==> config.mk <==
export PLATFORM = sky130hd
export DESIGN_NAME = vpsdl_div
export DESIGN_NICKNAME = d
export VERILOG_FILES = /design/src/hw/rtl/vibrato_pitch_shift_delay_line_macros.svh /design/src/hw/rtl/vpsdl_pkg.sv /design/src/hw/rtl/vpsdl_div.sv
export SDC_FILE = /design/constraint.sdc
export NUM_CORES = 1
export LEC_CHECK = 0
export BUFFER_PORTS_ARGS = -buffer_cell sky130_fd_sc_hd__buf_4
export CELL_PAD_IN_SITES_DETAIL_PLACEMENT = 1
export CELL_PAD_IN_SITES_GLOBAL_PLACEMENT = 1
export CORE_MARGIN = 2
export CORE_UTILIZATION = 40
export CTS_CLUSTER_DIAMETER = 200
export DETAILED_ROUTE_END_ITERATION = 8
export GPL_ROUTABILITY_DRIVEN = 0
export PLACE_DENSITY = 0.8
export SLEW_MARGIN = 20
export SYNTH_ARGS = -nofsm -noshare
export SYNTH_HDL_FRONTEND = slang
export SYNTH_SLANG_ARGS = --single-unit
==> constraint.sdc <==
create_clock -name clk -period 2.6 [get_ports clk]
set_input_delay 0.13 -clock clk [delete_from_list [all_inputs] [get_ports clk]]
set_output_delay 0.13 -clock clk [all_outputs]
set_load 0.03 [all_outputs]
==> src/hw/rtl/vibrato_pitch_shift_delay_line_macros.svh <==
// Assertion helpers shared by the delay line RTL.
`ifndef VIBRATO_PITCH_SHIFT_DELAY_LINE_MACROS_SVH
`define VIBRATO_PITCH_SHIFT_DELAY_LINE_MACROS_SVH
`ifndef SYNTHESIS
`define VPSDL_ASSERT_IMP(lbl, clk, rst_n, ante, cons) \
	lbl: assert property (@(posedge clk) disable iff (!rst_n) (ante) |-> (cons)) \
		else $error("same-cycle check failed");
`define VPSDL_ASSERT_NXT(lbl, clk, rst_n, ante, cons) \
	lbl: assert property (@(posedge clk) disable iff (!rst_n) (ante) |=> (cons)) \
		else $error("next-cycle check failed");
`else
`define VPSDL_ASSERT_IMP(lbl, clk, rst_n, ante, cons)
`define VPSDL_ASSERT_NXT(lbl, clk, rst_n, ante, cons)
`endif
`endif

==> src/hw/rtl/vpsdl_pkg.sv <==
package vpsdl_pkg;

	localparam int SAMPLE_BITS = 24;
	localparam int CFG_BITS    = 22;
	localparam int STEP_BITS   = 22;
	localparam int DEPTH_BITS  = 17;
	localparam int SHIFT_BITS  = 21;
	localparam int PHASE_BITS  = 32;
	localparam int EXP_BITS    = 22;
	localparam int QUOT_BITS   = 18;

	localparam logic [16:0] ONE_Q16  = 17'd65536;
	localparam logic [16:0] HORNER_0 = 17'd5159;
	localparam logic [16:0] HORNER_1 = 17'd14824;
	localparam logic [16:0] HORNER_2 = 17'd45553;
	localparam logic [22:0] EXP_BIAS = 23'd1572864;
	localparam logic [4:0]  DIV_CONST = 5'd12;

	typedef enum logic [1:0] {
		CFG_LFO_STEP    = 2'd0,
		CFG_VIB_DEPTH   = 2'd1,
		CFG_PITCH_SHIFT = 2'd2
	} cfg_idx_t;

	typedef enum logic [3:0] {
		ST_IDLE, ST_RD0, ST_RD1, ST_WR, ST_SINE, ST_DEPTH, ST_DIV,
		ST_HORN1, ST_HORN2, ST_HORN3, ST_INT_L, ST_INT_R, ST_DONE
	} state_t;

	typedef struct packed {
		logic signed [SAMPLE_BITS-1:0] in_left;
		logic signed [SAMPLE_BITS-1:0] in_right;
	} in_item_t;

	typedef struct packed {
		logic signed [SAMPLE_BITS-1:0] out_left;
		logic signed [SAMPLE_BITS-1:0] out_right;
	} out_item_t;

	typedef struct packed {
		logic rd;
		logic wr;
	} mem_cmd_t;

	typedef struct packed {
		logic busy;
		logic done;
	} unit_status_t;

endpackage

==> src/hw/rtl/vpsdl_div.sv <==
// Restoring division by twelve, one quotient bit per cycle.
module vpsdl_div import vpsdl_pkg::*; (
	input  logic                 clk,
	input  logic                 arst_n,
	input  logic                 start,
	input  logic [EXP_BITS-1:0]  dividend,
	output unit_status_t         stat,
	output logic [QUOT_BITS-1:0] quot
);
	logic [3:0]          rem_q;
	logic [EXP_BITS-1:0] num_q;
	logic [4:0]          cnt_q;
	logic                busy_q;
	logic                done_q;
	logic [4:0]          trial;
	logic                ge;

	assign trial = {rem_q, num_q[EXP_BITS-1]};
	assign ge    = (trial >= DIV_CONST);

	always_ff @(posedge clk or negedge arst_n) begin
		if (!arst_n) begin
			busy_q <= 1'b0;
			done_q <= 1'b0;
			cnt_q  <= '0;
		end else begin
			done_q <= 1'b0;
			if (start && !busy_q) begin
				busy_q <= 1'b1;
				cnt_q  <= 5'(EXP_BITS);
			end else if (busy_q) begin
				cnt_q <= cnt_q - 1'b1;
				if (cnt_q == 5'd1) begin
					busy_q <= 1'b0;
					done_q <= 1'b1;
				end
			end
		end
	end

	always_ff @(posedge clk) begin
		if (start && !busy_q) begin
			rem_q <= '0;
			num_q <= dividend;
		end else if (busy_q) begin
			rem_q <= ge ? 4'(trial - DIV_CONST) : trial[3:0];
			num_q <= {num_q[EXP_BITS-2:0], ge};
		end
	end

	assign stat.busy = busy_q;
	assign stat.done = done_q;
	assign quot      = num_q[QUOT_BITS-1:0];
endmodule

==> impl_metrics.ini, run 1 <==
[floorplan]
start_util_pct = 41.1
coreArea_um2 = 3940
ios = 45
die_area_um2 = 4580
die_x_um = 67.7
rows = 23
chipHeight_um = 67.7

[clock_network]
cts_resized = 0
clk_path_buf_depth = 2
cts.hold.buffers_added = 1
post_cts_buffers = 0
clk_pin_slew_ns = 0.06
cts-root-buf = clkbuf_8
clock_sinks = 33
cts_tree = yes
cts_made_buffers = 5
htree_levels = 2
clock_latency_ns = 0.28

[placed_design]
dp_slack_ns = 0.633
dp_hpwl_um = 2390
placed_area_um2 = 1840
port-buffer-count = 44

[finish]
fin_util_pct = 49.0
design_area_um2 = 1930
num_antenna_cells = 0
syn2layout_area_growth_pct = 19.1
nets = 176
drive_above_1_share_pct = 50.3

[drt]
num_vias = 972
routed_via_density = 4.88
drt_iter0_markers = 22
ant_nets = 0
first_pass_iters = 3
routed_wl_um = 3090
drc_errors = 0
wire_per_inst_um = 15.5

[sta]
hold_viol = 0
fin_crit_sh_pct = 74.4
fmax_mhz = 517
relSlewSlack_pct = 58.0
final-setup-viol-count = 0
setup-tns-final_ns = 0
final_max_slew_viol_count = 0
worstMarginPinSlew_ns = 0.629
skew_ns = 0.00701
rsz0062_at_grt = false
period_needed_ns = 1.93
setup_slack_ns = 0.665

[job]
cap_violations = 0

[synthesis]
synth_fa_ha_area_share_pct = 2.31
yosys.area.top_type = edfxtp_1
synthMuxAreaShare_pct = 15.2
syn_area_um2 = 1620
synth_area_per_cell_um2 = 13.6
synthCells = 119
seq_area_frac_synth_pct = 56.5
synth_area_leaders = edfxtp_1 (41%), mux2_2 (15%), dfrtp_1 (11%)
synth_compound_area_share_pct = 4.94
yosysWarnings = 0
yosysTopAreaCellShare_pct = 40.7
synth_top_family_by_area = multiplexers
synth_xor_area_share_pct = 1.62
ys_seq_elements = 33
synth_nets = 147
synth_cell_types = 32
synth-simple-area-share_pct = 7.25

[global_route]
grt_pass1_vias = 986
grt.overflow.total = 0
grt_pass1_wl_um = 4620
grt_use_total_pct = 14.3
antenna_found_initial = 0
use_met2_pct = 25.9
met3_usage_pct = 3.83
use_met1_pct = 14.8
grt_max_degree = 23
grt_busiest_layer = met2

[power_and_ir_drop]
leakage_nw = 0.797
total_power_mw = 2.55
p_per_area_nw_per_um2 = 1320
max-vdd-ir-drop_uv = 547

[setup_path]
r2r_setup_slack_ns = 0.67
start_kind = flop
critical_path_class = flop to flop
critPathCaptureType = flop
cp_max_fo = 18
cp.arrival_ns = 1.92
required_ns = 2.58

[run_status]
status = finished clean

[hold_path]
worstHoldPathType = input port to flop
==> cell families after synthesis <==
| logic type | after synthesis |
|---|---|
| flops | 33 |
| buf+inv | 28 |
| mux | 22 |
| simple gates | 19 |
| compound gates | 11 |
| xor+xnor | 3 |
| fa+ha+maj | 3 |
==> layer usage <==
metal	part of all wire, %	wire, um	up-vias
met5	0	0	-
met4	2.0	63	0
met3	6.7	207	7
met2	54	1660	31
met1	38	1160	471
li1	-	-	463
==> layout make-up <==
cell class                 instances  area [um2]
clock buffer                       7        76.3
inverter                           4        15.0
timing repair buffer              46         348
sequential                        33         916
fill                             411        2010
clock inverter                     1        5.00
multi-input combinational         58         508
tap                               50        62.6
==> cells in the final DEF, fill, tap and decap left out, drive strengths merged, types with 3 or more instances in the layout <==
cell type  count
nor3b          3
inv            4
ha             3
dfrtp          7
clkbuf         7
dfxtp          4
nand2          5
buf           45
mux2          21
edfxtp        22
==> path summary, 6_finish.rpt <==
kind / end / from / depth (start not counted)
max in group asynchronous: cnt_q[2] / arst_n / 2
worst min register to register: rem_q[1] / rem_q[0] / 2
worst min-delay path: rem_q[1] / start / 2
worst max register to register: num_q[5] / busy_q / 3
worst max-delay path: num_q[5] / busy_q / 3
min in group asynchronous: cnt_q[0] / arst_n / 2
==> cells in the mapped netlist (all sizes together) <==
cell type	number
mux2	21
nor2b	2
a22oi	1
a21o	1
nand2	5
nor4	1
nor3b	3
o31ai	1
buf	24
dfrtp	7
nor3	2
o21ai	2
nand2b	2
a21oi	1
ha	3
inv	4
a31o	1
nand4b	1
mux2i	1
dfxtp	4
or3	1
xnor2	2
o211ai	1
nor2	2
a2bb2oi	2
a22o	1
xor2	1
edfxtp	22
==> state kept, by name (all words and copies together), names as in the netlist <==
register  cells
busy_q        1
rem_q         4
cnt_q         5
done_q        1
num_q        22
==> critical path, stage by stage (launching register included) <==
cell,delay [ns]
dfrtp_1,0.72
nor2_1,0.22
inv_1,0.39
buf_4,0.30
==> metrics by stage <==
| step | hold slack, ns | std cells |
|---|---|---|
| 2_1_floorplan | -0.166 | 119 |
| 3_3_place_gp | -0.0595 | 190 |
| 3_5_place_dp | -0.0570 | 190 |
| 4_1_cts | 0.0856 | 199 |
| 5_1_grt | 0.108 | 199 |
| 6_report | 0.0945 | 199 |
==> report_power, final <==
part / switching, mW / total (mW) / internal [mW]
combinational: 0.583 / 1.10 / 0.516
clock: 0.175 / 0.363 / 0.187
sequential: 0.190 / 1.09 / 0.901
No activity file was read; power rests on OpenSTA's default activity.
==> run 2, diff against run 1 <==
==> constraint.sdc (replaced) <==
create_clock -name clk -period 2 [get_ports clk]
set_input_delay 0.1 -clock clk [delete_from_list [all_inputs] [get_ports clk]]
set_output_delay 0.1 -clock clk [all_outputs]
set_load 0.03 [all_outputs]
==> run 2 against run 1 <==
  * Wire length grew 0.48%
  * Flip-flop and latch count is the same
  * Largest power group unchanged
  * Highest routed layer unchanged
  * Worst setup slack lost 0.15 ns
  * Via count grew 0.31%
==> impl_metrics.ini, run 2 (synthesis gave the netlist of run 1 again) <==
[run_status]
status = finished clean

[floorplan]
ios = 45
coreArea_um2 = 3940
start_util_pct = 41.1
rows = 23
chipHeight_um = 67.7
die_area_um2 = 4580
die_x_um = 67.7

[setup_path]
cp.arrival_ns = 1.52
cp_max_fo = 22
cp_slowest_cell = dfrtp_1
required_ns = 2.04
start_kind = flop
r2r-start = busy_q
critPathCaptureType = flop
reg2reg_depth = 3
r2r_end = num_q[17]
r2r_setup_slack_ns = 0.51
crit_chain = nor2b_4 -> buf_4 -> mux2_2
critical_path_class = flop to flop
crit_path_max_incr_delay_ns = 0.45

[global_route]
grt_max_degree = 23
grt_pass1_wl_um = 4750
antenna_found_initial = 0
grt_pass1_vias = 1046
grt_use_total_pct = 14.5
grt.overflow.total = 0

[finish]
nets = 178
syn2layout_area_growth_pct = 21.1
final_common_cell = buf_4
reg_top3 = num_q x22, cnt_q x5, rem_q x4
num_antenna_cells = 0
final_cell_mix = buf_4 (46), edfxtp_1 (22), mux2_2 (21), dfrtp_1 (7)
fill_cells = 406
drive_above_1_share_pct = 52.3
regMostFlops = num_q
largest_register_ffs = 22

[drt]
routed_via_density = 4.85
routed_wl_um = 3110
drt_iter0_markers = 54
drc_errors = 0
first_pass_iters = 4
ant_nets = 0
num_vias = 975
wire_per_inst_um = 15.5

[power_and_ir_drop]
p_int_mw = 2.10
power_switching_share_pct = 37.4
power_switching_mw = 1.25
total_power_mw = 3.35
comb_power_share_pct = 43.7
clkPwrFrac_pct = 14.4
max-vdd-ir-drop_uv = 633
leakage_nw = 0.815
seqPwrFrac_pct = 41.9
p_per_area_nw_per_um2 = 1710

[sta]
rsz0062_at_grt = false
period_needed_ns = 1.49
skew_ns = 0.00821
fin_crit_sh_pct = 74.3
setup-tns-final_ns = 0
worstMarginPinSlew_ns = 0.356
final-setup-viol-count = 0
relSlewSlack_pct = 76.1
fmax_mhz = 673
final_max_slew_viol_count = 0
hold_viol = 0

[clock_network]
cts-root-buf = clkbuf_8
clk_pin_slew_ns = 0.07
clock_latency_ns = 0.28
clock_sinks = 33
cts_resized = 0
htree_levels = 2
cts_tree = yes
clk_path_buf_depth = 2
cts_made_buffers = 5

[hold_path]
worstHoldPathType = input port to flop
holdPathStages = 2
holdPathEnd = rem_q[1]
hp-start = start

[job]
cap_violations = 0

[placed_design]
dp_hpwl_um = 2330
port-buffer-count = 44
-- run 2: changes by cell type in the layout (fill, tap and decap cells not counted) --
cell        previous run  this run
clkbuf_1               2         0
buf_12                 0         1
buf_4                 45        46
clkinv_2               1         2
clkinvlp_4             0         1
-- run 2: power groups by stage --
stage	Combinational (mW)	Clock [mW]	Sequential, mW
after floorplan	1.29	0	1.33
after global placement	1.41	0	1.40
after detailed placement	1.48	0	1.42
after CTS	1.49	0.500	1.41
after global routing	1.59	0.530	1.46
final	1.46	0.484	1.40
-- run 2: stage by stage --
step / area [um2] / utilization (%) / hold slack [ns] / std cells / worst slack, ns
finish: 1960 / 49.8 / 0.0904 / 201 / 0.513
global route: 1960 / 49.8 / 0.0776 / 201 / 0.463
CTS: 1960 / 49.8 / 0.0905 / 201 / 0.508
detailed placement: 1870 / 47.3 / -0.0841 / 192 / 0.511
global placement: 1870 / 47.3 / -0.0878 / 192 / 0.546
floorplan: 1620 / - / -0.196 / 119 / 0.551
-- run 2: routing by layer --
metal	GRT usage [%]	wire [um]
met1	15.7	1190
met2	25.5	1670
met3	5.50	225
met4	5.36	23
met5	0	0
-- run 2: how the worst max path moves through the flow --
stage               startpoint        end  slack [ns]  cells past startpoint
global route            busy_q  num_q[17]        0.46                      3
floorplan               busy_q   num_q[0]        0.55                      3
CTS                     busy_q  num_q[17]        0.51                      3
global placement        busy_q   num_q[3]        0.55                      3
detailed placement      busy_q   num_q[8]        0.51                      3
finish                  busy_q  num_q[17]        0.51                      3
-- run 2: timing repair --
action,4_1_cts,5_1_grt
setup buffers,0,0
hold endpoints to repair,7,0
hold buffers,1,0
-- run 2: cell type report --
type	instances	area, um2	share of cell area (%)
Clock buffer	5	68.8	3.51
Clock inverter	3	17.5	0.892
Inverter	4	15.0	0.765
Multi-Input combinational cell	58	508	25.9
Sequential cell	33	916	46.7
Tap cell	50	62.6	3.19
Timing Repair Buffer	48	375	19.1
-- run 2: critical path: cells and delay by family (launching register included) --
kind,cells,cell delay [ns]
and+or+nand+nor,1,0.12
muxes,1,0.38
DFF,1,0.45
buffers and inverters,1,0.29
==> run 3, diff against run 2 <==
==> constraint.sdc (replaced) <==
create_clock -name clk -period 1.6 [get_ports clk]
set_input_delay 0.08 -clock clk [delete_from_list [all_inputs] [get_ports clk]]
set_output_delay 0.08 -clock clk [all_outputs]
set_load 0.03 [all_outputs]
==> run 3 against run 2 <==
  * Total power increased by 25%
  * Global-route usage shrank 0.091 points
  * Flip-flop and latch count unchanged
  * Sequential power is 25% higher
  * Clock skew is 0.0027 ns lower
  * Largest power group unchanged
==> impl_metrics.ini, run 3 (synthesis gave the netlist of run 1 again) <==
[floorplan]
ios = 45
rows = 23
die_x_um = 67.7
start_util_pct = 41.1
coreArea_um2 = 3940
chipHeight_um = 67.7
die_area_um2 = 4580

[finish]
fill_cells = 391
drive_above_1_share_pct = 50.7
largest_register_ffs = 22
reg_top3 = num_q x22, cnt_q x5, rem_q x4
final_common_cell = buf_4
regMostFlops = num_q
fin_util_pct = 50.1
final_cell_mix = buf_4 (46), edfxtp_1 (22), mux2_2 (21), dfrtp_1 (7)
num_antenna_cells = 0
syn2layout_area_growth_pct = 21.9
fin_cells = 202
nets = 179

[global_route]
grt_use_total_pct = 14.4
grt_pass1_wl_um = 4660
antenna_found_initial = 0
grt_pass1_vias = 1024
grt_max_degree = 25
grt.overflow.total = 0

[sta]
hold_viol = 0
worstMarginPinSlew_ns = 0.366
skew_ns = 0.00547
final-setup-viol-count = 0
final_max_slew_viol_count = 0
relSlewSlack_pct = 75.4
setup_slack_ns = 0.199
fin_crit_sh_pct = 87.6
period_needed_ns = 1.40
fmax_mhz = 714
rsz0062_at_grt = false
setup-tns-final_ns = 0

[drt]
wire_per_inst_um = 15.3
first_pass_iters = 4
drt_iter0_markers = 54
routed_wl_um = 3100
ant_nets = 0
routed_via_density = 4.70
drc_errors = 0
num_vias = 949

[placed_design]
dp_cells = 193
dp_hpwl_um = 2230
dp_slack_ns = 0.206
port-buffer-count = 44

[setup_path]
cp_slowest_cell = dfxtp_1
cp.arrival_ns = 1.58
crit_family = simple AND/OR/NAND/NOR gates
critical_path_class = flop to flop
crit_path_max_incr_delay_ns = 0.35
required_ns = 1.78
critPathCaptureType = flop
start_kind = flop
critPathBufInv = 0
cp_max_fo = 5
crit_chain = ha_1 -> nor3b_2 -> or3_1 -> a31o_2

[clock_network]
cts-root-buf = clkbuf_8
htree_levels = 2
clk_pin_slew_ns = 0.06
cts_tree = yes
post_cts_buffers = 0
clock_latency_ns = 0.28
clock_sinks = 33
clk_path_buf_depth = 2
cts_made_buffers = 5

[hold_path]
worstHoldPathType = input port to flop

[run_status]
status = finished clean

[power_and_ir_drop]
leakage_nw = 0.819
p_per_area_nw_per_um2 = 2110
max-vdd-ir-drop_uv = 798
total_power_mw = 4.18

[job]
cap_violations = 0
-- run 3: cell count changes in the layout (fill, tap and decap cells not counted), sizes merged --
| cell | delta |
|---|---|
| buf | +1 |
| clkinvlp | -1 |
| clkinv | -1 |
| clkbuf | +2 |
-- run 3: layout make-up --
cell class | instances | area (um2) | area share [%]
inverter | 4 | 15.0 | 0.759
multi-input combinational | 58 | 508 | 25.7
timing repair buffer | 49 | 395 | 20.0
clock inverter | 1 | 3.75 | 0.190
tap | 50 | 62.6 | 3.16
sequential | 33 | 916 | 46.3
clock buffer | 7 | 76.3 | 3.86
-- run 3: final timing paths --
check / from / cells after the start / slack (ns) / endpoint
min reg2reg: cnt_q[4] / 1 / 0.52 / done_q
min: start / 2 / 0.04 / rem_q[1]
min in group asynchronous: arst_n / 2 / 0.14 / cnt_q[2]
max: rem_q[1] / 4 / 0.20 / rem_q[2]
max reg2reg: rem_q[1] / 4 / 0.20 / rem_q[2]
max in group asynchronous: arst_n / 2 / 1.34 / cnt_q[4]
-- run 3: stage by stage --
stage                     area [um2]  hold WS (ns)
after floorplan                 1620        -0.216
after global placement          1890        -0.106
after detailed placement        1890        -0.102
after CTS                       1980        0.0342
after global routing            1980        0.0533
final                           1980        0.0414
-- run 3: where the power goes --
group / internal (mW) / total [mW] / switching (mW)
sequential: 1.46 / 1.75 / 0.284
combinational: 0.869 / 1.84 / 0.971
clock: 0.302 / 0.589 / 0.286
total: 2.63 / 4.18 / 1.54
-- run 3: per-layer routing --
layer  vias to the layer above  GRT usage (%)  wire length, um
met5                         -              0                0
met2                        31           23.0             1520
met1                       443           16.8             1310
li1                        470              -                -
met4                         0           8.93               59
met3                         5           4.33              208
-- run 3: timing repair --
| action | 4_1_cts | 5_1_grt |
|---|---|---|
| gates resized for setup | 0 | 0 |
| hold endpoints to repair | 7 | 0 |
| hold buffers | 1 | 0 |
| endpoints found under the setup margin | 0 | 0 |
