## src/hw/rtl/vibrato_pitch_shift_delay_line_macros.svh

```systemverilog
// Assertion helpers shared by the delay line RTL.
`ifndef VIBRATO_PITCH_SHIFT_DELAY_LINE_MACROS_SVH
`define VIBRATO_PITCH_SHIFT_DELAY_LINE_MACROS_SVH
`ifndef SYNTHESIS
`define VPSDL_ASSERT_IMP(lbl, clk, rst_n, ante, cons) \
	lbl: assert property (@(posedge clk) disable iff (!rst_n) (ante) |-> (cons)) \
		else $error("same-cycle check failed");
`define VPSDL_ASSERT_NXT(lbl, clk, rst_n, ante, cons) \
	lbl: assert property (@(posedge clk) disable iff (!rst_n) (ante) |=> (cons)) \
		else $error("next-cycle check failed");
`else
`define VPSDL_ASSERT_IMP(lbl, clk, rst_n, ante, cons)
`define VPSDL_ASSERT_NXT(lbl, clk, rst_n, ante, cons)
`endif
`endif

```

## src/hw/rtl/vpsdl_pkg.sv

```systemverilog
package vpsdl_pkg;

	localparam int SAMPLE_BITS = 24;
	localparam int CFG_BITS    = 22;
	localparam int STEP_BITS   = 22;
	localparam int DEPTH_BITS  = 17;
	localparam int SHIFT_BITS  = 21;
	localparam int PHASE_BITS  = 32;
	localparam int EXP_BITS    = 22;
	localparam int QUOT_BITS   = 18;

	localparam logic [16:0] ONE_Q16  = 17'd65536;
	localparam logic [16:0] HORNER_0 = 17'd5159;
	localparam logic [16:0] HORNER_1 = 17'd14824;
	localparam logic [16:0] HORNER_2 = 17'd45553;
	localparam logic [22:0] EXP_BIAS = 23'd1572864;
	localparam logic [4:0]  DIV_CONST = 5'd12;

	typedef enum logic [1:0] {
		CFG_LFO_STEP    = 2'd0,
		CFG_VIB_DEPTH   = 2'd1,
		CFG_PITCH_SHIFT = 2'd2
	} cfg_idx_t;

	typedef enum logic [3:0] {
		ST_IDLE, ST_RD0, ST_RD1, ST_WR, ST_SINE, ST_DEPTH, ST_DIV,
		ST_HORN1, ST_HORN2, ST_HORN3, ST_INT_L, ST_INT_R, ST_DONE
	} state_t;

	typedef struct packed {
		logic signed [SAMPLE_BITS-1:0] in_left;
		logic signed [SAMPLE_BITS-1:0] in_right;
	} in_item_t;

	typedef struct packed {
		logic signed [SAMPLE_BITS-1:0] out_left;
		logic signed [SAMPLE_BITS-1:0] out_right;
	} out_item_t;

	typedef struct packed {
		logic rd;
		logic wr;
	} mem_cmd_t;

	typedef struct packed {
		logic busy;
		logic done;
	} unit_status_t;

endpackage

```

## src/hw/rtl/vpsdl_mul.sv

```systemverilog
// Shift-add multiplier: signed multiplicand, unsigned multiplier, one bit per cycle.
module vpsdl_mul import vpsdl_pkg::*; #(
	parameter int AW = 25,
	parameter int BW = 17
) (
	input  logic                 clk,
	input  logic                 arst_n,
	input  logic                 start,
	input  logic signed [AW-1:0] a,
	input  logic [BW-1:0]        b,
	output unit_status_t         stat,
	output logic signed [AW+BW:0] prod
);
	localparam int CW = $clog2(BW + 1);

	logic signed [AW:0]   hi_q;
	logic [BW-1:0]        lo_q;
	logic signed [AW-1:0] a_q;
	logic [CW-1:0]        cnt_q;
	logic                 busy_q;
	logic                 done_q;
	logic signed [AW:0]   sum;

	assign sum = hi_q + (lo_q[0] ? {a_q[AW-1], a_q} : '0);

	always_ff @(posedge clk or negedge arst_n) begin
		if (!arst_n) begin
			busy_q <= 1'b0;
			done_q <= 1'b0;
			cnt_q  <= '0;
		end else begin
			done_q <= 1'b0;
			if (start && !busy_q) begin
				busy_q <= 1'b1;
				cnt_q  <= CW'(BW);
			end else if (busy_q) begin
				cnt_q <= cnt_q - 1'b1;
				if (cnt_q == CW'(1)) begin
					busy_q <= 1'b0;
					done_q <= 1'b1;
				end
			end
		end
	end

	always_ff @(posedge clk) begin
		if (start && !busy_q) begin
			a_q  <= a;
			hi_q <= '0;
			lo_q <= b;
		end else if (busy_q) begin
			hi_q <= {sum[AW], sum[AW:1]};
			lo_q <= {sum[0], lo_q[BW-1:1]};
		end
	end

	assign stat.busy = busy_q;
	assign stat.done = done_q;
	assign prod      = {hi_q, lo_q};
endmodule

```

## config.mk

```make
export PLATFORM = sky130hd
export DESIGN_NAME = vpsdl_mul
export DESIGN_NICKNAME = d
export VERILOG_FILES = /design/src/hw/rtl/vibrato_pitch_shift_delay_line_macros.svh /design/src/hw/rtl/vpsdl_pkg.sv /design/src/hw/rtl/vpsdl_mul.sv
export SDC_FILE = /design/constraint.sdc
export NUM_CORES = 1
export LEC_CHECK = 0
export BUFFER_PORTS_ARGS = -buffer_cell sky130_fd_sc_hd__buf_2
export CAP_MARGIN = 20
export CORE_MARGIN = 1
export CORE_UTILIZATION = 25
export CTS_CLUSTER_DIAMETER = 150
export DETAILED_ROUTE_END_ITERATION = 10
export HOLD_SLACK_MARGIN = 0.02
export PLACE_DENSITY_LB_ADDON = 0.2
export SYNTH_ARGS = -nofsm -noshare
export SYNTH_HDL_FRONTEND = slang
export SYNTH_SLANG_ARGS = --single-unit
```

## constraint.sdc

```tcl
create_clock -name clk -period 8.65 [get_ports clk]
set_clock_uncertainty 0.1 [all_clocks]
set_input_delay 0.4325 -clock clk [delete_from_list [all_inputs] [get_ports clk]]
set_output_delay 0.4325 -clock clk [all_outputs]
set_load 0.02 [all_outputs]
```

==> run_results.csv, run 1 <==
group,metric,value,unit
critical_path,worst-path-max-fanout,26,
timing,grt_setup_unrepaired,"false",
placement,placedCellCount,674,
floorplan,fp.dieArea,16780,sq um
power_and_ir_drop,ir_worst_vdd,143.3,uV
global_routing,grt_start_max_net_pins,43,
route,detail-route-antenna-nets,0,
flow_run,max_cap_viol_count,0,
logic_synthesis,yosys-top-cells-area,"sky130_fd_sc_hd__edfxtp_1, sky130_fd_sc_hd__dfxtp_1, sky130_fd_sc_hd__ha_1",
logic_synthesis,postSynthAreaPerCell,10.59,sq um
cells_and_area,num_antenna_cells,0,
timing,finalCriticalPeriod,3.383,ns
placement,numPortBuffers,89,
global_routing,grt_pass1_vias,3228,
critical_path,worst-setup-path-type,"flop to flop",
route,first_iter_violations,111,
clock_network,cts_made_buffers,9,
logic_synthesis,ys_warn_count,0,
clock_network,clock_path_buffers,2,
critical_path,critical_path.max_stage_delay,0.82,ns
global_routing,grtUsageTotal,0.1288,
cells_and_area,final_util,0.3188,
logic_synthesis,postSynthNetCount,457,
clock_network,clock_tree.root_cell,"sky130_fd_sc_hd__clkbuf_16",
route,routed_via_density,4.564,
floorplan,start_util,0.2561,
timing,setup_violations,0,
logic_synthesis,fraction_of_synthesis_flops_using_an_asynchronous_set_or_reset_pin,0.09459,
hold_path,type_of_the_tightest_min_delay_check,"input pin to flop",
cells_and_area,area.growth.synth_to_final,24.48,%
route,drt_drc_violations_left,0,
clock_network,cts.htree.levels,3,
critical_path,worst_ep_arrival_time,3.52,ns
logic_synthesis,multiplexer_area_fraction_after_synthesis,0.05198,
power_and_ir_drop,switchingPower,971.7,uW
timing,totalNegativeSetupSlack,0,ns
critical_path,startpoint_types,"flop",
clock_network,clkSlewWorstSetupHoldPaths,0.06,ns
floorplan,floorplan.rows,46,
global_routing,antenna_violations_before_repair,0,
logic_synthesis,largest_family_of_logic_cells_by_synthesized_area,"compound AO/OA/AOI/OAI gates",
logic_synthesis,synth_top_cell_area_share,0.3101,
logic_synthesis,syn-instance-count,384,
power_and_ir_drop,internal_power_component,1.328,mW
floorplan,width_of_the_chip,129.6,microns
floorplan,core_region_area,15890,sq um
clock_network,clk_latency,0.34,ns
logic_synthesis,synth_simple_gate_area_share,0.1390,
cells_and_area,post_route_cells_drive_above_1_share,0.2716,
critical_path,crit_path_top_delay_cell,"sky130_fd_sc_hd__edfxtp_1",
status,outcome,"completed",
floorplan,fp.dieH,129.6,microns
power_and_ir_drop,swShare,0.4225,
route,wl_per_cell,14.55,microns
logic_synthesis,synth_enable_flop_cells,42,
power_and_ir_drop,cellPowerDensity,454.3,nW/um^2
global_routing,grt_first_pass_wirelength,16.49,mm
critical_path,crit_buf_inv,1,
timing,clock.fmax,0.2956,GHz
placement,finalWeightedCongestion,0.7953,
floorplan,top_level_ports,90,
logic_synthesis,synth_xor_area_frac,0.04952,
timing,hold_viol_final,0,
logic_synthesis,synthFlopType,"sky130_fd_sc_hd__edfxtp_1",
route,first_pass_iters,4,
timing,slew_violations,0,
route,totalWireLength,10.06,mm
global_routing,globalRoute.totalOverflow,0,
logic_synthesis,post_synth_num_cell_types,48,
logic_synthesis,synth_compound_gate_area_share,0.1639,
placement,dp_hpwl,7.280,mm
critical_path,critical-path-top-delay-family,"compound AO/OA/AOI/OAI gates",
timing,hold-worst-slack,0.1599,ns
power_and_ir_drop,static-leakage-power,2.157,nW
logic_synthesis,synth_largest_area_cell,"sky130_fd_sc_hd__edfxtp_1",
cells_and_area,final_nets,543,
critical_path,cp_common_cell,"sky130_fd_sc_hd__o21ai_0",
logic_synthesis,ys_seq_area_frac,0.4762,
logic_synthesis,yosys.area_share.adder,0.08797,
critical_path,worstPathCellList,"and2_1 -> ha_1 -> inv_1 -> fa_1 -> nand2b_1 -> a21oi_1 -> o21ai_0 -> o21ai_0 -> a31oi_1 -> xnor2_1 -> a22o_1",
timing,min_period_over_period,0.3911,
cells_and_area,fin_cells,691,
power_and_ir_drop,clockPowerShare,0.177,
logic_synthesis,yosys_register_bits,74,
critical_path,endpoint_kind,"flop",
power_and_ir_drop,combPwrFrac,0.540,
critical_path,critical_path_required,8.79,ns
timing,max_slew.worst_pin.slew,0.7734,ns
power_and_ir_drop,power.sequential.fraction,0.283,
clock_network,cts.sink_count,74,
route,dr_vias,3154,
clock_network,cts_tree,"yes",
logic_synthesis,synth.cell_area,4068,sq um
timing,max-slew-margin-rel,0.4839,
-- cell families after synthesis --
family                   Yosys count
flip-flops                        74
adder cells (fa/ha/maj)           28
XOR/XNOR                          23
buffers and inverters             31
AND/OR/NAND/NOR                  109
AO/OA/AOI/OAI                    100
multiplexers                      19
-- path summary, 6_finish.rpt --
| path | end | cells after the start | slack (ns) | startpoint |
|---|---|---|---|---|
| min in group asynchronous | cnt_q[0] | 2 | 0.36 | arst_n |
| worst max-delay path | hi_q[23] | 11 | 5.27 | lo_q[0] |
| max in group asynchronous | cnt_q[4] | 2 | 7.94 | arst_n |
| worst min-delay path | a_q[21] | 1 | 0.16 | a[21] |
| worst max register to register | hi_q[23] | 11 | 5.27 | lo_q[0] |
| worst min register to register | done_q | 1 | 0.39 | cnt_q[4] |
-- per-stage QoR --
stage                     worst slack, ns  cell area, sq um  total power [mW]
after floorplan                     5.760              4068             1.583
after global placement              5.370              4735             1.902
after detailed placement            5.223              4735             1.903
after CTS                           5.214              5064             2.328
after global routing                4.934              5064             2.494
final                               5.267              5064             2.300
-- power groups by stage --
stage / clock (mW) / combinational, mW / sequential (mW)
after floorplan: 0 / 0.833 / 0.750
after global placement: 0 / 1.24 / 0.660
after detailed placement: 0 / 1.24 / 0.659
after CTS: 0.422 / 1.25 / 0.656
after global routing: 0.433 / 1.38 / 0.677
final: 0.407 / 1.24 / 0.652
-- sequential cells by signal, indices dropped and copies added (netlist names) --
name    flops
lo_q       17
busy_q      1
cnt_q       5
done_q      1
hi_q       25
a_q        25
-- synthesized netlist by cell type (all sizes together) (3+ instances only) --
cell type and count:
edfxtp 42, a21oi 34, ha 27, nand2 26
dfxtp 25, and2 24, nor2 20, o21ai 19
a22o 17, mux2 17, xnor2 16, clkbuf 13
inv 13, nand2b 13, nand3 9, dfrtp 7
xor2 7, buf 5, o31ai 5, a21o 4
nor3 4, o21bai 4, nand4 3, o211ai 3
-- layout by cell type, fill, tap and decap left out, drive strengths merged, types with 2 or more instances in the layout --
master	n
buf	92
edfxtp	42
a21oi	34
ha	27
nand2	26
dfxtp	25
and2	24
nor2	20
o21ai	19
mux2	17
a22o	17
xnor2	16
inv	14
nand2b	13
clkbuf	10
nand3	9
xor2	7
dfrtp	7
o31ai	5
nor3	4
a21o	4
o21bai	4
o211ai	3
nand4	3
a21boi	2
a221o	2
a31oi	2
o2111ai	2
o21a	2
mux2i	2
bufinv	2
nor2b	2
or3	2
clkinv	2
-- layer usage --
metal | global-route usage | routed length [microns] | vias up
li1 | - | - | 1574
met1 | 0.1641 | 4738 | 1480
met2 | 0.2034 | 4524 | 89
met3 | 0.03840 | 625 | 11
met4 | 0.05335 | 167 | 0
met5 | 0 | 0 | -
-- cell type report --
| type | instances | area (sq um) |
|---|---|---|
| Fill cell | 1676 | 10820 |
| Multi-Input combinational cell | 279 | 2011 |
| Sequential cell | 74 | 1937 |
| Timing Repair Buffer | 93 | 478.0 |
| Tap cell | 216 | 270.3 |
| Clock buffer | 10 | 229.0 |
| Clock inverter | 6 | 90.09 |
| Inverter | 13 | 48.80 |
-- worst register-to-register path, stage by stage, from the launching register on --
cell and delay [ns]:
sky130_fd_sc_hd__edfxtp_1 0.82, sky130_fd_sc_hd__and2_1 0.23, sky130_fd_sc_hd__ha_1 0.18, sky130_fd_sc_hd__inv_1 0.07
sky130_fd_sc_hd__fa_1 0.38, sky130_fd_sc_hd__nand2b_1 0.19, sky130_fd_sc_hd__a21oi_1 0.19, sky130_fd_sc_hd__o21ai_0 0.21
sky130_fd_sc_hd__o21ai_0 0.42, sky130_fd_sc_hd__a31oi_1 0.17, sky130_fd_sc_hd__xnor2_1 0.15, sky130_fd_sc_hd__a22o_1 0.17
-- what timing repair did --
action,CTS,global route
endpoints found under the setup margin,0,0
setup buffers,0,0
hold buffers,1,0
gates resized for setup,0,0
endpoints found under the hold margin,7,0
Power figures use the tool's default switching activity.
==> run 2, diff against run 1 <==
Clock period 8.65 ns to 3.3 ns, I/O delays scaled along.
==> run 2 against run 1 <==
Against the previous run: count of clock-buffer cells in the layout shrank 1; sequential share of layout area shrank 2.9 points; final cell count is 6.4% higher; register-to-register slack worse by 4.9 ns; critical endpoint is now hi_q[16]; total power rose to 2.6 times the previous value.
==> run_results.csv, run 2 (synthesis results as in run 1) <==
group,metric,value,unit
floorplan,fp.dieArea,16780,sq um
floorplan,top_level_ports,90,
cells_and_area,post_route_cells_drive_above_1_share,0.2582,
route,routed_via_density,4.554,
critical_path,worst_ep_arrival_time,3.06,ns
flow_run,max_cap_viol_count,0,
status,outcome,"completed",
floorplan,start_util,0.2561,
clock_network,post_cts_buffers,0,
critical_path,startpoint_types,"flop",
timing,min_period_over_period,0.8839,
cells_and_area,area.growth.synth_to_final,34.60,%
floorplan,fp.dieH,129.6,microns
timing,post-route-worst-setup-slack,0.3832,ns
timing,grt_setup_unrepaired,"false",
clock_network,cts.htree.levels,3,
cells_and_area,layout.area.seq,1937,sq um
timing,max_slew.worst_pin.slew,0.9114,ns
route,first_iter_violations,89,
cells_and_area,registers_with_the_highest_flip_flop_counts,"a_q: 25 flops, hi_q: 25 flops, lo_q: 17 flops",
critical_path,endpoint_kind,"flop",
cells_and_area,mostFrequentLayoutCell,"sky130_fd_sc_hd__buf_2",
clock_network,post_cts.resized_instances,0,
route,wl_per_cell,14.36,microns
cells_and_area,finalInstanceArea,5475,sq um
power_and_ir_drop,internal_power_component,3.474,mW
power_and_ir_drop,cellPowerDensity,1107,nW/um^2
route,dr_vias,3347,
clock_network,clk_latency,0.34,ns
critical_path,worst-setup-path-type,"flop to flop",
timing,hold_viol_final,0,
global_routing,grt_pass1_vias,3396,
placement,numPortBuffers,89,
cells_and_area,num-fill-cells,1656,
timing,clock.fmax,0.3428,GHz
global_routing,globalRoute.totalOverflow,0,
critical_path,worstRegToRegCells,11,
placement,detailedPlace.worstSlack,0.3730,ns
timing,totalNegativeSetupSlack,0,ns
timing,hold-worst-slack,0.04242,ns
power_and_ir_drop,power.sequential.fraction,0.276,
power_and_ir_drop,static-leakage-power,2.340,nW
placement,dp_hpwl,7.665,mm
cells_and_area,top_library_cells_by_usage_in_the_layout_fill_and_taps_aside,"sky130_fd_sc_hd__buf_2, sky130_fd_sc_hd__edfxtp_1, sky130_fd_sc_hd__dlygate4sd3_1",
cells_and_area,fin_cells,735,
clock_network,cts_made_buffers,9,
power_and_ir_drop,fin_total_pwr,6.060,mW
timing,max-slew-margin-rel,0.3911,
global_routing,grtUsageTotal,0.1344,
floorplan,core_region_area,15890,sq um
critical_path,worstPathCellList,"buf_4 -> nand2_1 -> inv_1 -> ha_1 -> a21oi_2 -> nor2_1 -> or3_4 -> a221o_1 -> o31ai_4 -> xnor2_1 -> a22o_1",
global_routing,antenna_violations_before_repair,0,
floorplan,floorplan.rows,46,
placement,standard_cell_area_after_detailed_placement,4765,sq um
power_and_ir_drop,combPwrFrac,0.558,
power_and_ir_drop,ir_worst_vdd,365.3,uV
global_routing,grt_start_max_net_pins,32,
critical_path,worst-path-max-fanout,16,
power_and_ir_drop,clockPowerShare,0.166,
hold_path,type_of_the_tightest_min_delay_check,"input pin to flop",
route,totalWireLength,10.55,mm
clock_network,cts_tree,"yes",
critical_path,crit_path_top_delay_cell,"sky130_fd_sc_hd__edfxtp_1",
cells_and_area,num_antenna_cells,0,
power_and_ir_drop,switchingPower,2.586,mW
timing,slew_violations,0,
hold_path,min_path_cells,2,
critical_path,critical_path.max_stage_delay,0.40,ns
cells_and_area,final_nets,587,
timing,setup_violations,0,
clock_network,cts.sink_count,74,
timing,finalCriticalPeriod,2.917,ns
clock_network,clock_path_buffers,2,
clock_network,clock_tree.root_cell,"sky130_fd_sc_hd__clkbuf_16",
floorplan,width_of_the_chip,129.6,microns
global_routing,grt_first_pass_wirelength,17.23,mm
placement,placedCellCount,678,
route,drt_drc_violations_left,0,
route,detail-route-antenna-nets,0,
power_and_ir_drop,swShare,0.4268,
clock_network,clkSlewWorstSetupHoldPaths,0.07,ns
critical_path,critical_path_required,3.44,ns
cells_and_area,multi_input_comb_area,2011,sq um
placement,finalWeightedCongestion,0.8546,
route,first_pass_iters,4,
cells_and_area,final_util,0.3447,
clock_network,post_cts_hold_buffer_count,41,
[run 2: worst paths after layout]
kind | end | start | slack, ns
max | hi_q[16] | lo_q[0] | 0.38
min | lo_q[10] | b[10] | 0.04
max reg2reg | hi_q[16] | lo_q[0] | 0.38
min reg2reg | done_q | cnt_q[4] | 0.40
max in group asynchronous | cnt_q[4] | arst_n | 2.86
min in group asynchronous | cnt_q[0] | arst_n | 0.08
[run 2: metal layers]
metal	up-vias	part of all wire	global-route usage
met5	-	0	0
met4	0	0.012	0.04309
met3	11	0.053	0.03840
met2	73	0.48	0.2268
met1	1602	0.46	0.1652
li1	1661	-	-
[run 2: worst max-delay path, delay by kind of cell, from the launching register on]
family / cells / cell delay, ns
simple gates: 3 / 0.61
xor+xnor: 1 / 0.10
compound gates: 4 / 1.05
fa+ha+maj: 1 / 0.28
buf+inv: 2 / 0.26
flops: 1 / 0.40
[run 2: power by group through the flow]
| stage | clock, mW | sequential [mW] | combinational (mW) |
|---|---|---|---|
| detailed placement | 0 | 1.68 | 3.36 |
| CTS | 1.04 | 1.68 | 3.41 |
| finish | 1.01 | 1.67 | 3.38 |
| floorplan | 0 | 1.97 | 2.18 |
| global route | 1.07 | 1.72 | 3.79 |
| global placement | 0 | 1.69 | 3.34 |
[run 2: layout make-up]
class,count,area share
timing repair buffer,137,0.1659
sequential,74,0.3537
inverter,13,0.008912
tap,216,0.04936
clock inverter,7,0.01371
multi-input combinational,279,0.3672
clock buffer,9,0.04113
==> run 3, diff against run 2 <==
Settings changed: CORE_ASPECT_RATIO set to 1.5.
==> run 3 against run 2 <==
Against the previous run: combinational power barely moved; non-clock buffer count fell by 14; clock power fell by 11%; core utilization fell by 0.91 points; sequential power barely moved; die area barely moved; via count fell by 3.2%; critical path depth did not move; total power fell by 1.9%; wire length fell by 0.60%; largest power group unchanged.
==> run_results.csv, run 3 (synthesis results as in run 1) <==
group,metric,value,unit
status,outcome,"completed",
timing,hold_viol_final,0,
timing,min_period_over_period,0.9020,
clock_network,cts.sink_count,74,
cells_and_area,final_nets,573,
flow_run,max_cap_viol_count,0,
route,detail-route-antenna-nets,0,
clock_network,cts.htree.levels,3,
critical_path,critical-path-top-delay-family,"compound AO/OA/AOI/OAI gates",
floorplan,fp.dieH,158.2,microns
placement,numPortBuffers,89,
cells_and_area,post_route_cells_drive_above_1_share,0.2594,
route,routed.top_layer,"met4",
clock_network,post_cts_buffers,0,
floorplan,fp.dieArea,16800,sq um
placement,dp_hpwl,7.999,mm
route,first_iter_violations,140,
critical_path,worst_ep_arrival_time,3.10,ns
floorplan,width_of_the_chip,106.2,microns
clock_network,cts_made_buffers,9,
hold_path,type_of_the_tightest_min_delay_check,"input pin to flop",
critical_path,worstPathCellList,"buf_4 -> nand2_1 -> inv_1 -> ha_1 -> a21oi_2 -> nor2_1 -> or3_4 -> a221o_1 -> o31ai_4 -> xnor2_1 -> a22o_1",
clock_network,clk_latency,0.34,ns
global_routing,globalRoute.totalOverflow,0,
critical_path,setup.reg_to_reg.worst_slack,0.32,ns
clock_network,post_cts.resized_instances,0,
route,detailroute.wirelength.met3,309,microns
critical_path,worst-setup-path-type,"flop to flop",
floorplan,core_region_area,15770,sq um
critical_path,endpoint_kind,"flop",
route,routed_via_density,4.575,
global_routing,grt_start_max_net_pins,27,
clock_network,cts_tree,"yes",
route,wl_per_cell,14.82,microns
global_routing,grt_first_pass_wirelength,17.23,mm
clock_network,post_cts_hold_buffer_count,28,
timing,clock.fmax,0.3360,GHz
timing,max_slew.worst_pin.slew,0.8214,ns
timing,setup_violations,0,
floorplan,floorplan.rows,56,
timing,totalNegativeSetupSlack,0,ns
route,first_pass_iters,5,
global_routing,antenna_violations_before_repair,0,
global_routing,grt_pass1_vias,3405,
timing,finalCriticalPeriod,2.977,ns
route,met2WireLength,5.681,mm
critical_path,critical_path.max_stage_delay,0.40,ns
critical_path,startpoint_types,"flop",
cells_and_area,registers_with_the_highest_flip_flop_counts,"a_q: 25 flops, hi_q: 25 flops, lo_q: 17 flops",
power_and_ir_drop,static-leakage-power,2.266,nW
floorplan,top_level_ports,90,
cells_and_area,area.growth.synth_to_final,30.05,%
power_and_ir_drop,ir_worst_vdd,356.0,uV
route,totalWireLength,10.49,mm
critical_path,crit_buf_inv,2,
critical_path,worst-path-max-fanout,24,
floorplan,start_util,0.2580,
global_routing,grtUsageTotal,0.1332,
critical_path,critical_path_required,3.43,ns
route,drt_drc_violations_left,0,
clock_network,clock_tree.root_cell,"sky130_fd_sc_hd__clkbuf_16",
cells_and_area,num_antenna_cells,0,
route,dr_vias,3239,
cells_and_area,top_library_cells_by_usage_in_the_layout_fill_and_taps_aside,"sky130_fd_sc_hd__buf_2, sky130_fd_sc_hd__edfxtp_1, sky130_fd_sc_hd__a21oi_1",
clock_network,clock_path_buffers,2,
placement,finalWeightedCongestion,0.8339,
clock_network,clkSlewWorstSetupHoldPaths,0.06,ns
critical_path,crit_path_top_delay_cell,"sky130_fd_sc_hd__edfxtp_1",
route,met1_length,4.287,mm
timing,grt_setup_unrepaired,"false",
timing,slew_violations,0,
cells_and_area,final_util,0.3356,
cells_and_area,mostFrequentLayoutCell,"sky130_fd_sc_hd__buf_2",
power_and_ir_drop,cellPowerDensity,1123,nW/um^2
timing,max-slew-margin-rel,0.4518,
[run 3: power by group]
part           switching, mW  internal [mW]  total (mW)
sequential             0.268           1.41        1.68
combinational           1.91           1.45        3.36
clock                  0.395          0.508       0.903
[run 3: layout make-up]
| type | instances | area [sq um] |
|---|---|---|
| flip-flops and latches | 74 | 1937 |
| clock inverters | 7 | 43.79 |
| well taps | 203 | 254.0 |
| multi-input cells | 279 | 2011 |
| fillers | 1645 | 10480 |
| clock buffers | 9 | 225.2 |
| inverters | 13 | 48.80 |
| repair buffers | 123 | 770.7 |
[run 3: worst paths after layout]
kind | cells after the start | startpoint | end
worst max-delay path | 11 | lo_q[0] | hi_q[16]
worst min-delay path | 2 | b[16] | lo_q[16]
worst max register to register | 11 | lo_q[0] | hi_q[16]
worst min register to register | 2 | hi_q[14] | hi_q[14]
max in group asynchronous | 2 | arst_n | cnt_q[1]
min in group asynchronous | 2 | arst_n | cnt_q[3]
[run 3: per-layer routing]
metal,track usage,vias to the layer above
met5,0,-
met4,0.05556,0
met3,0.02511,14
met2,0.2471,61
met1,0.1472,1536
li1,-,1628
[run 3: stage by stage]
step           worst slack, ns  instances  total power [mW]  instance area (sq um)  hold slack, ns
6_report                0.3234        708             5.943                   5290         0.02727
5_1_grt                 0.1209        708             6.458                   5290         0.02459
4_1_cts                 0.3005        708             6.019                   5290         0.02088
2_1_floorplan           0.4105        384             4.148                   4068         -0.2306
3_3_place_gp            0.3817        664             5.024                   4741        -0.09495
3_5_place_dp            0.3130        664             5.056                   4741        -0.08830
